--- src/design/pas_pkg.sv ---
// pas_pkg: types and constants for the positional array store with sort
// request and response payload structs, operation and status codes, state codes
// no dependencies
package pas_pkg;

   localparam int CAPACITY_DEF = 64;
   localparam int VALUE_W      = 32;
   localparam int POS_W        = 7;
   localparam int COUNT_W      = 7;

   typedef enum logic [2:0] {
      KIND_APPEND = 3'd0,
      KIND_INSERT = 3'd1,
      KIND_DELETE = 3'd2,
      KIND_SORT   = 3'd3,
      KIND_DUMP   = 3'd4
   } kind_type;

   typedef enum logic [1:0] {
      STATUS_OK    = 2'd0,
      STATUS_FULL  = 2'd1,
      STATUS_RANGE = 2'd2,
      STATUS_EMPTY = 2'd3
   } status_type;

   typedef enum logic [3:0] {
      ST_IDLE,
      ST_DECODE,
      ST_INS_RD,
      ST_INS_WR,
      ST_INS_PUT,
      ST_DEL_CAP,
      ST_DEL_RD,
      ST_DEL_WR,
      ST_SRT_NEXT,
      ST_SRT_KEY,
      ST_SRT_RD,
      ST_SRT_CMP,
      ST_SRT_PUT,
      ST_DMP_RD,
      ST_DMP_EMIT,
      ST_FINISH
   } state_type;

   typedef struct packed {
      kind_type                   kind;
      logic signed [VALUE_W-1:0]  value;
      logic [POS_W-1:0]           position;
   } req_type;

   typedef struct packed {
      status_type                 status;
      logic signed [VALUE_W-1:0]  element;
      logic [COUNT_W-1:0]         entry_count;
      logic                       last;
   } rsp_type;

endpackage

--- src/design/positional_array_store_with_sort.sv ---
// positional_array_store_with_sort: ordered store of signed values in one memory
// append, insert, delete, insertion sort and dump run as memory read/write sequences
// depends on pas_pkg
//
//   channel   signals                              direction
//   request   req_valid, req_ready, req_payload    in
//   response  rsp_valid, rsp_ready, rsp_payload    out
//
// one request at a time; append and rejected requests go from decode to finish
// insert shifts entries at and above the position up by one, then writes the value;
// delete captures the element, then shifts later entries down by one; sort is an
// insertion sort over the memory; dump emits every entry, stalling on rsp_ready
// reset clears the state, the count and rsp_valid; the memory is not cleared
// a finished response waits in the output register while the next request is accepted
module positional_array_store_with_sort #(
   parameter int CAPACITY = pas_pkg::CAPACITY_DEF
) (
   input  logic             clock,
   input  logic             reset,
   input  logic             req_valid,
   output logic             req_ready,
   input  pas_pkg::req_type req_payload,
   output logic             rsp_valid,
   input  logic             rsp_ready,
   output pas_pkg::rsp_type rsp_payload
);
   import pas_pkg::*;

   localparam int CW = $clog2(CAPACITY + 1);
   localparam int AW = $clog2(CAPACITY);
   localparam int XW = ((CW > POS_W) ? CW : POS_W) + 1;
   localparam logic [CW-1:0] CAP_CNT = CW'(CAPACITY);

   logic [VALUE_W-1:0] mem [CAPACITY];

   state_type                 state_ff, state_in;
   logic [CW-1:0]             count_ff, count_in;
   logic [CW-1:0]             idx_ff, idx_in;
   logic [CW-1:0]             jdx_ff, jdx_in;
   req_type                   req_ff, req_in;
   logic signed [VALUE_W-1:0] key_ff, key_in;
   logic signed [VALUE_W-1:0] element_ff, element_in;
   status_type                status_ff, status_in;
   logic                      rsp_valid_ff, rsp_valid_in;
   rsp_type                   rsp_ff, rsp_in;
   logic signed [VALUE_W-1:0] rd_data_ff;

   logic               rd_en, wr_en;
   logic [AW-1:0]      rd_addr, wr_addr;
   logic [VALUE_W-1:0] wr_data;
   logic               out_free;
   logic [XW-1:0]      pos_x, cnt_x;

   assign req_ready   = (state_ff == ST_IDLE);
   assign rsp_valid   = rsp_valid_ff;
   assign rsp_payload = rsp_ff;
   assign out_free    = !rsp_valid_ff || rsp_ready;
   assign pos_x       = XW'(req_ff.position);
   assign cnt_x       = XW'(count_ff);

   always_comb begin
      state_in     = state_ff;
      count_in     = count_ff;
      idx_in       = idx_ff;
      jdx_in       = jdx_ff;
      req_in       = req_ff;
      key_in       = key_ff;
      element_in   = element_ff;
      status_in    = status_ff;
      rsp_valid_in = rsp_valid_ff && !rsp_ready;
      rsp_in       = rsp_ff;
      rd_en        = 1'b0;
      rd_addr      = '0;
      wr_en        = 1'b0;
      wr_addr      = '0;
      wr_data      = '0;

      case (state_ff)
         ST_IDLE: begin
            if (req_valid) begin
               req_in   = req_payload;
               state_in = ST_DECODE;
            end
         end
         ST_DECODE: begin
            status_in  = STATUS_OK;
            element_in = '0;
            state_in   = ST_FINISH;
            case (req_ff.kind)
               KIND_APPEND: begin
                  if (count_ff >= CAP_CNT) begin
                     status_in = STATUS_FULL;
                  end else begin
                     wr_en    = 1'b1;
                     wr_addr  = AW'(count_ff);
                     wr_data  = req_ff.value;
                     count_in = count_ff + CW'(1);
                  end
               end
               KIND_INSERT: begin
                  if (count_ff >= CAP_CNT) begin
                     status_in = STATUS_FULL;
                  end else if (pos_x == '0 || pos_x > cnt_x + XW'(1)) begin
                     status_in = STATUS_RANGE;
                  end else begin
                     idx_in   = count_ff;
                     state_in = ST_INS_RD;
                  end
               end
               KIND_DELETE: begin
                  if (count_ff == '0) begin
                     status_in = STATUS_EMPTY;
                  end else if (pos_x == '0 || pos_x > cnt_x) begin
                     status_in = STATUS_RANGE;
                  end else begin
                     rd_en    = 1'b1;
                     rd_addr  = AW'(pos_x - XW'(1));
                     idx_in   = CW'(pos_x - XW'(1));
                     state_in = ST_DEL_CAP;
                  end
               end
               KIND_SORT: begin
                  idx_in   = CW'(1);
                  state_in = ST_SRT_NEXT;
               end
               KIND_DUMP: begin
                  if (count_ff == '0) begin
                     status_in = STATUS_EMPTY;
                  end else begin
                     idx_in   = '0;
                     state_in = ST_DMP_RD;
                  end
               end
               default: begin
                  status_in = STATUS_OK;
               end
            endcase
         end
         ST_INS_RD: begin
            if (XW'(idx_ff) >= pos_x) begin
               rd_en    = 1'b1;
               rd_addr  = AW'(idx_ff - CW'(1));
               state_in = ST_INS_WR;
            end else begin
               state_in = ST_INS_PUT;
            end
         end
         ST_INS_WR: begin
            wr_en    = 1'b1;
            wr_addr  = AW'(idx_ff);
            wr_data  = rd_data_ff;
            idx_in   = idx_ff - CW'(1);
            state_in = ST_INS_RD;
         end
         ST_INS_PUT: begin
            wr_en    = 1'b1;
            wr_addr  = AW'(pos_x - XW'(1));
            wr_data  = req_ff.value;
            count_in = count_ff + CW'(1);
            state_in = ST_FINISH;
         end
         ST_DEL_CAP: begin
            element_in = rd_data_ff;
            state_in   = ST_DEL_RD;
         end
         ST_DEL_RD: begin
            if (XW'(idx_ff) + XW'(1) < cnt_x) begin
               rd_en    = 1'b1;
               rd_addr  = AW'(idx_ff + CW'(1));
               state_in = ST_DEL_WR;
            end else begin
               count_in = count_ff - CW'(1);
               state_in = ST_FINISH;
            end
         end
         ST_DEL_WR: begin
            wr_en    = 1'b1;
            wr_addr  = AW'(idx_ff);
            wr_data  = rd_data_ff;
            idx_in   = idx_ff + CW'(1);
            state_in = ST_DEL_RD;
         end
         ST_SRT_NEXT: begin
            if (idx_ff < count_ff) begin
               rd_en    = 1'b1;
               rd_addr  = AW'(idx_ff);
               jdx_in   = idx_ff;
               state_in = ST_SRT_KEY;
            end else begin
               state_in = ST_FINISH;
            end
         end
         ST_SRT_KEY: begin
            key_in   = rd_data_ff;
            state_in = ST_SRT_RD;
         end
         ST_SRT_RD: begin
            if (jdx_ff != '0) begin
               rd_en    = 1'b1;
               rd_addr  = AW'(jdx_ff - CW'(1));
               state_in = ST_SRT_CMP;
            end else begin
               state_in = ST_SRT_PUT;
            end
         end
         ST_SRT_CMP: begin
            if (key_ff < rd_data_ff) begin
               wr_en    = 1'b1;
               wr_addr  = AW'(jdx_ff);
               wr_data  = rd_data_ff;
               jdx_in   = jdx_ff - CW'(1);
               state_in = ST_SRT_RD;
            end else begin
               state_in = ST_SRT_PUT;
            end
         end
         ST_SRT_PUT: begin
            wr_en    = 1'b1;
            wr_addr  = AW'(jdx_ff);
            wr_data  = key_ff;
            idx_in   = idx_ff + CW'(1);
            state_in = ST_SRT_NEXT;
         end
         ST_DMP_RD: begin
            rd_en    = 1'b1;
            rd_addr  = AW'(idx_ff);
            state_in = ST_DMP_EMIT;
         end
         ST_DMP_EMIT: begin
            if (out_free) begin
               rsp_valid_in       = 1'b1;
               rsp_in.status      = STATUS_OK;
               rsp_in.element     = rd_data_ff;
               rsp_in.entry_count = COUNT_W'(count_ff);
               rsp_in.last        = ((idx_ff + CW'(1)) == count_ff);
               idx_in             = idx_ff + CW'(1);
               state_in           = rsp_in.last ? ST_IDLE : ST_DMP_RD;
            end
         end
         ST_FINISH: begin
            if (out_free) begin
               rsp_valid_in       = 1'b1;
               rsp_in.status      = status_ff;
               rsp_in.element     = element_ff;
               rsp_in.entry_count = COUNT_W'(count_ff);
               rsp_in.last        = 1'b1;
               state_in           = ST_IDLE;
            end
         end
         default: begin
            state_in = ST_IDLE;
         end
      endcase
   end

   always_ff @(posedge clock) begin
      if (reset) begin
         state_ff     <= ST_IDLE;
         count_ff     <= '0;
         rsp_valid_ff <= 1'b0;
      end else begin
         state_ff     <= state_in;
         count_ff     <= count_in;
         rsp_valid_ff <= rsp_valid_in;
      end
   end

   always_ff @(posedge clock) begin
      idx_ff     <= idx_in;
      jdx_ff     <= jdx_in;
      req_ff     <= req_in;
      key_ff     <= key_in;
      element_ff <= element_in;
      status_ff  <= status_in;
      rsp_ff     <= rsp_in;
   end

   // single write port, single registered read port
   always_ff @(posedge clock) begin
      if (wr_en) begin
         mem[wr_addr] <= wr_data;
      end
      if (rd_en) begin
         rd_data_ff <= mem[rd_addr];
      end
   end

   a_count_bound: assert property (@(posedge clock) disable iff (reset)
      count_ff <= CAP_CNT)
      else $error("entry count above capacity");

   a_wr_addr_bound: assert property (@(posedge clock) disable iff (reset)
      wr_en |-> (CW'(wr_addr) < CAP_CNT))
      else $error("memory write outside capacity");

   a_idle_count_hold: assert property (@(posedge clock) disable iff (reset)
      (state_ff == ST_IDLE) |=> (count_ff == $past(count_ff)))
      else $error("count changed while idle");

   a_dump_in_range: assert property (@(posedge clock) disable iff (reset)
      (state_ff == ST_DMP_EMIT) |-> (idx_ff < count_ff))
      else $error("dump index past entry count");

   a_accept_decode: assert property (@(posedge clock) disable iff (reset)
      (req_valid && req_ready) |=> (state_ff == ST_DECODE))
      else $error("request accepted without decode");

endmodule

--- config.mk ---
export PLATFORM = sky130hd
export DESIGN_NAME = positional_array_store_with_sort
export DESIGN_NICKNAME = d
export VERILOG_FILES = /design/src/design/pas_pkg.sv /design/src/design/positional_array_store_with_sort.sv
export SDC_FILE = /design/constraint.sdc
export NUM_CORES = 2
export LEC_CHECK = 0
export BUFFER_PORTS_ARGS = -buffer_cell sky130_fd_sc_hd__clkbuf_2
export CAP_MARGIN = 20
export CORE_MARGIN = 2
export CORE_UTILIZATION = 52
export DETAILED_ROUTE_END_ITERATION = 16
export PLACE_DENSITY = 0.79
export SLEW_MARGIN = 20
export SYNTH_ARGS = -nofsm -noshare
export SYNTH_HDL_FRONTEND = slang
export SYNTH_SLANG_ARGS = --single-unit
--- constraint.sdc ---
create_clock -name clock -period 8.6 [get_ports clock]
set_input_delay 1.29 -clock clock [delete_from_list [all_inputs] [get_ports clock]]
set_output_delay 1.29 -clock clock [all_outputs]
set_load 0.005 [all_outputs]
* Yosys cells after proc, flatten, opt, wreduce, memory -nomap -nowiden
Memories as Yosys holds them, arrays and structs flattened. A register that Yosys moved wholly into a read port is not among the register bits.
Index checks and enable logic that the tools add are counted.
Widths: inputs -> output; s select.
** Word-level totals
- Register bits :: 176
- Bits in writable memories :: 2048
- Input port bits :: 46
- Output and inout port bits :: 44
- Word-level logic and storage cells :: 166
- Memories kept :: 1
** Memories
- mem :: words 64, bits a word 32, read ports 1, clocked after Yosys merged registers in 1, write ports 1, line positional_array_store_with_sort.sv:34 : logic [VALUE_W-1:0] mem [CAPACITY];
** Operators by class
- $add $sub $neg :: 8
- Magnitude comparators :: 7
- Eq/ne operators :: 34
- Muxes and demuxes :: 74
- Reduce and logical (&&, ||, !) cells :: 27
** Operator list (count)
- $pmux 32 s5 :: 1
- $mux 32 :: 3
- $mux 42 :: 2
- $pmux 42 s2 :: 1
- $mux 7 :: 11
- $pmux 32 s2 :: 1
- $mux 6 :: 10
- $pmux 4 s15 :: 1
- $pmux 7 s4 :: 2
- $mux 4 :: 9
- $pmux 6 s6 :: 1
- $eq 4x4->1 const B :: 8
- $lt 32x32->1 :: 1
- $pmux 6 s5 :: 1
- $sub 7x1->7 const B :: 4
- $pmux 7 s3 :: 1
- $add 7x1->8 const B :: 2
- $eq 4x3->1 const B :: 4
- $pmux 4 s4 :: 1
- $mux 1 :: 15
- $ne 3x3->1 const B :: 5
- $add 7x1->7 const B :: 2
- $ne 2x2->1 const B :: 7
- $pmux 7 s2 :: 1
- other kinds (36) :: 56

* Depth between registers and ports, before layout
- Word-level depth :: 7
- Gate-level depth with buffers :: 20
- Mapped depth without buffers :: 14

* Worst setup path before layout
Ideal clock, no wire load.
- Kind :: reg2reg
- From :: reg rd_data_ff[5] (read register of mem)
- To :: mem mem[26][0] (enable)
- Setup time :: 0.502 ns
- Data arrival time :: 5.963 ns
- Required time :: 8.098 ns
- Path slack :: 2.135 ns
- Stages on the path, launching flop included :: 15
- Buffers on the path :: 2
- Period minus slack after synthesis :: 6.465 ns
- Cell sequence :: edfxtp_1 -> inv_1 -> ha_1 -> a21o_1 -> a21o_1 -> a21oi_1 -> o31a_1 -> o31ai_1 -> a311oi_2 -> and3_1 -> clkbuf_1 -> o31ai_1 -> a211o_1 -> clkbuf_1 -> nor4_1
** On the way
- Cells in the longest elaborated chain, start to end :: 5
** RTL lines
- from (decl) :: line positional_array_store_with_sort.sv:46 : logic signed [VALUE_W-1:0] rd_data_ff;
- $lt 32x32->1 * :: line positional_array_store_with_sort.sv:207 : if (key_ff < rd_data_ff) begin
- $mux 1 :: line positional_array_store_with_sort.sv:207
- $pmux 1 s3 :: line positional_array_store_with_sort.sv:78 : case (state_ff)
- $mux 1 :: line positional_array_store_with_sort.sv:280 : if (wr_en) begin
- $mux 1 (not written as such) :: line positional_array_store_with_sort.sv:281 : mem[wr_addr] <= wr_data;
- to (decl) :: line positional_array_store_with_sort.sv:34
Mark *: on every way between the ends. The rest lies on a longest branch, timed or not.

* Worst setup path in the final report
- From :: reg count_ff[4]
- To :: reg rd_data_ff[19] (read register of mem) (data pin)
** On the way
- Cells in the longest elaborated chain, start to end :: 6
** RTL lines
- from (decl) :: line positional_array_store_with_sort.sv:37 : logic [CW-1:0] count_ff, count_in;
- from (signal assigned) :: line positional_array_store_with_sort.sv:263 : count_ff <= count_in;
- $gt 7x7->1 :: line positional_array_store_with_sort.sv:113 : end else if (pos_x == '0 || pos_x > cnt_x) begin
- $logic_or 1x1->1 :: line positional_array_store_with_sort.sv:113
- $mux 6 or $mux 1 (tied branches) :: line positional_array_store_with_sort.sv:113
- $mux 6 or $mux 1 (tied branches) :: line positional_array_store_with_sort.sv:111 : if (count_ff == '0) begin
- $mux 6 or $mux 1 (tied branches) :: line positional_array_store_with_sort.sv:89 : case (req_ff.kind)
- $pmux 6 s6 or $pmux 1 s6 (tied branches) :: line positional_array_store_with_sort.sv:78
Parallel ways exist; a longest one is shown, timed or not.
A chain may end at the register's enable or synchronous reset.

==> run metrics <==
antenna violations before repair=20; max-slew headroom at the worst pin=between 10% and 20%; cell internal power dissipation=21400 uW; start point of the worst min-delay path=element_ff[9]; required arrival time at the worst endpoint=9.21 ns; leakage power total=between 0.03 and 0.04 uW; share of the clock period used by the worst path=between 80 and 90%; Unique masters post-synth=87; area of the core=174000 um^2; fraction of the mapped netlist area in adder cells=1.09%; CTS max path bufs=3; arrival time worst endpoint=7.60 ns; setup repair after global routing missed its margin=no; critical path class=register to register; main combinational cell family by area after synthesis=simple AND/OR/NAND/NOR gates; Comb power frac=29.5%; Max-cap violations=0; most used flip-flop cell after synthesis=edfxtp_1; post-CTS resize count=0; number of setup buffers added after CTS=0; TritonCTS clock tree=yes; routability congestion estimate=0.925; HPWL after detailed placement=145000 um; capturing element type of the critical path=register; outcome=completed; PnR worst setup slack=1.61 ns; Die Footprint=179000 um^2; post-layout min period=about 7 ns; Root Buffer=clkbuf_16; critical path peak fanout=32; number of clock buffers inserted by TritonCTS=207; GRT Overall Usage=29.2%; clock latency reported for the late side of the worst-skew pair=0.88 ns; wire length of the first global-routing pass=between 300000 and 400000 um; number of synthesized register bits=roughly 2300; standard cell area after detailed placement=about 95000 um^2; launch point of the worst reg-to-reg path=count_ff[4]; die boundary width=423 um; global route total overflow=0; portion of total power attributed to sequential cells=between 40% and 50%; drc violations=0; Register-to-Register Setup Slack=1.61 ns; layout cell share with drive strength beyond 1=11.6%; Setup Total Neg Slack=0 ns; share of total power in the clock network=approximately 28%; simple-gate share of the synthesized area=approximately an eighth; ANT nets after route=0; number of cells produced by synthesis=6616; boundary pin count=90; hold violation count in the final report=0; WHS=0.555 ns; peak supply drop=0.319 mV; clock sink total=2256; synth warn=0; maximum number of pins on one net before global-route repair=216; area growth from synthesis to layout=11.4%; share of flip-flops with an asynchronous set or reset after synthesis=0%; Sw Share=36.0%; syn nets=6741; final setup fails=0; power consumption=33400 uW; Seq/Total Area, Yosys=74.1%; net count reported at finish=6799; IO buf count=89; setup slack after placement=1.92 ns; Slew Viols, Final=0; number of synthesized flops with an enable pin=2244; Clock transition at path regs=0.06 ns; area of the mapped netlist=91300 um^2; class of the most critical hold timing path=register to register; xor and xnor fraction of the mapped netlist area=less than 1%; Worst Skew=0.0585 ns; length of the first detailed-routing pass in iterations=10; row cnt=153; DRT iter0 DRCs=11200; vias in the first global route=58000; Final Instance Area=102000 um^2; H-tree depth reported by CTS=4; Critical Path Source=count_ff[4]; wire length per cell=28.9 um; Compound-Gate Fraction of Synth Area=6.04%; Die H=423 um; power spent charging and discharging nets=12000 uW; Hold-fix buffers, CTS=0; wire length after detailed routing=266000 um; Cell Pwr Density=329 nW/um^2; vias per std cell=6.54; average instance area after synthesis=13.8 um^2; mux contribution to synthesized area=3.18%; CP Launch Type=register; highest clock frequency the design can meet=between 0.1 and 0.15 GHz; actual transition at the worst max-transition pin=between 1 and 1.5 ns; effective utilization at floorplan=~52%; via count=60000
[final cells by class]
type,count,area [um^2]
multi-input cells,3852,22000
flip-flops and latches,2256,67600
clock inverters,137,1340
clock buffers,250,5420
well taps,2325,2910
fillers,12400,72500
repair buffers,263,1970
diodes,9,22.5
inverters,94,369
[flip-flops by register name (all words and copies together) (netlist names)]
register / flops
status_ff: 2
state_ff: 4
key_ff: 32
rd_data_ff: 32
count_ff: 7
rsp_payload: 42
req_ff: 35
pos_x: 7
idx_ff: 7
rsp_valid: 1
mem: 2048
jdx_ff: 7
element_ff: 32
[critical path: stages (launching register included)]
cell and delay (ns):
dfxtp_1 0.65, inv_1 0.22, ha_1 0.36, a211oi_1 0.20, nor2_1 0.08, o31ai_1 0.92
nand2_1 0.43, o221ai_4 0.69, buf_4 0.61, or3_2 0.85, a21oi_1 0.08, a2111oi_0 0.92
a22oi_1 0.43, and3_1 0.27
[cells in the mapped netlist, drive strengths merged (34+ instances only)]
| master | instances | share of area (%) |
|---|---|---|
| a2111oi | 65 | 0.62 |
| a21oi | 378 | 2.1 |
| a222oi | 38 | 0.42 |
| a22oi | 67 | 0.55 |
| a31oi | 65 | 0.45 |
| and3 | 39 | 0.27 |
| buf | 153 | 0.90 |
| clkbuf | 261 | 1.1 |
| edfxtp | 2244 | 74 |
| ha | 78 | 1.1 |
| inv | 93 | 0.38 |
| mux2 | 34 | 0.42 |
| mux2i | 110 | 1.2 |
| mux4 | 63 | 1.6 |
| nand2 | 1604 | 6.6 |
| nand3 | 667 | 3.7 |
| nand4 | 72 | 0.49 |
| nor2 | 57 | 0.24 |
| nor3 | 174 | 0.95 |
| o2111ai | 65 | 0.62 |
| o21ai | 35 | 0.19 |
[metal layers]
metal | track usage [%] | routed length [um] | vias to the layer above | part of all wire, %
met1 | 37.5 | 88300 | 29100 | 33
met4 | 18.8 | 19900 | 22 | 7.5
met2 | 43.7 | 118000 | 5027 | 44
met3 | 8.39 | 39700 | 932 | 15
met5 | 0 | 134 | - | 0.050
li1 | - | - | 25000 | -
[worst paths after layout]
check                                  endpoint  depth (start not counted)
worst max register to register   rd_data_ff[19]                         13
worst max-delay path             rd_data_ff[19]                         13
worst min register to register  rsp_payload[17]                          1
worst min-delay path            rsp_payload[17]                          1
[metrics by stage]
stage | cells | utilization (%)
2_1_floorplan | 6616 | -
3_3_place_gp | 8785 | 54.4
3_5_place_dp | 8787 | 54.4
4_1_cts | 9174 | 58.3
5_1_grt | 9178 | 58.4
6_report | 9186 | 58.4
[layout by cell type (no fill, tap or decap), drive strengths merged, types with 12 or more instances in the layout]
cell type and instances:
clkbuf 339, dfxtp 12, o21ai 35, nand4 72, nand2 1604, bufinv 21, inv 90, mux2i 110
edfxtp 2244, buf 173, nor3 174, a22oi 67, clkinv 115, a2111oi 65, nor2 57, a222oi 38
nand2b 14, ha 78, xnor2 22, o2111ai 65, mux4 63, a21oi 378, a21o 26, a31oi 65
nor2b 14, nand3 667, and3 39, mux2 34, nor4 31
[power by group through the flow]
stage | sequential [uW] | combinational (uW) | clock [uW]
2_1_floorplan | 14300 | 5740 | 0
3_3_place_gp | 14500 | 9060 | 0
3_5_place_dp | 14500 | 9350 | 0
4_1_cts | 14300 | 9440 | 9200
5_1_grt | 14400 | 10200 | 9600
6_report | 14400 | 9850 | 9200
[logic make-up after synthesis]
| group | count (synthesis) |
|---|---|
| fa+ha+maj | 79 |
| xor+xnor | 32 |
| simple gates | 2702 |
| mux | 207 |
| flops | 2256 |
| compound gates | 832 |
| buf+inv | 508 |
Note: power is estimated with default switching activity, not from simulation.
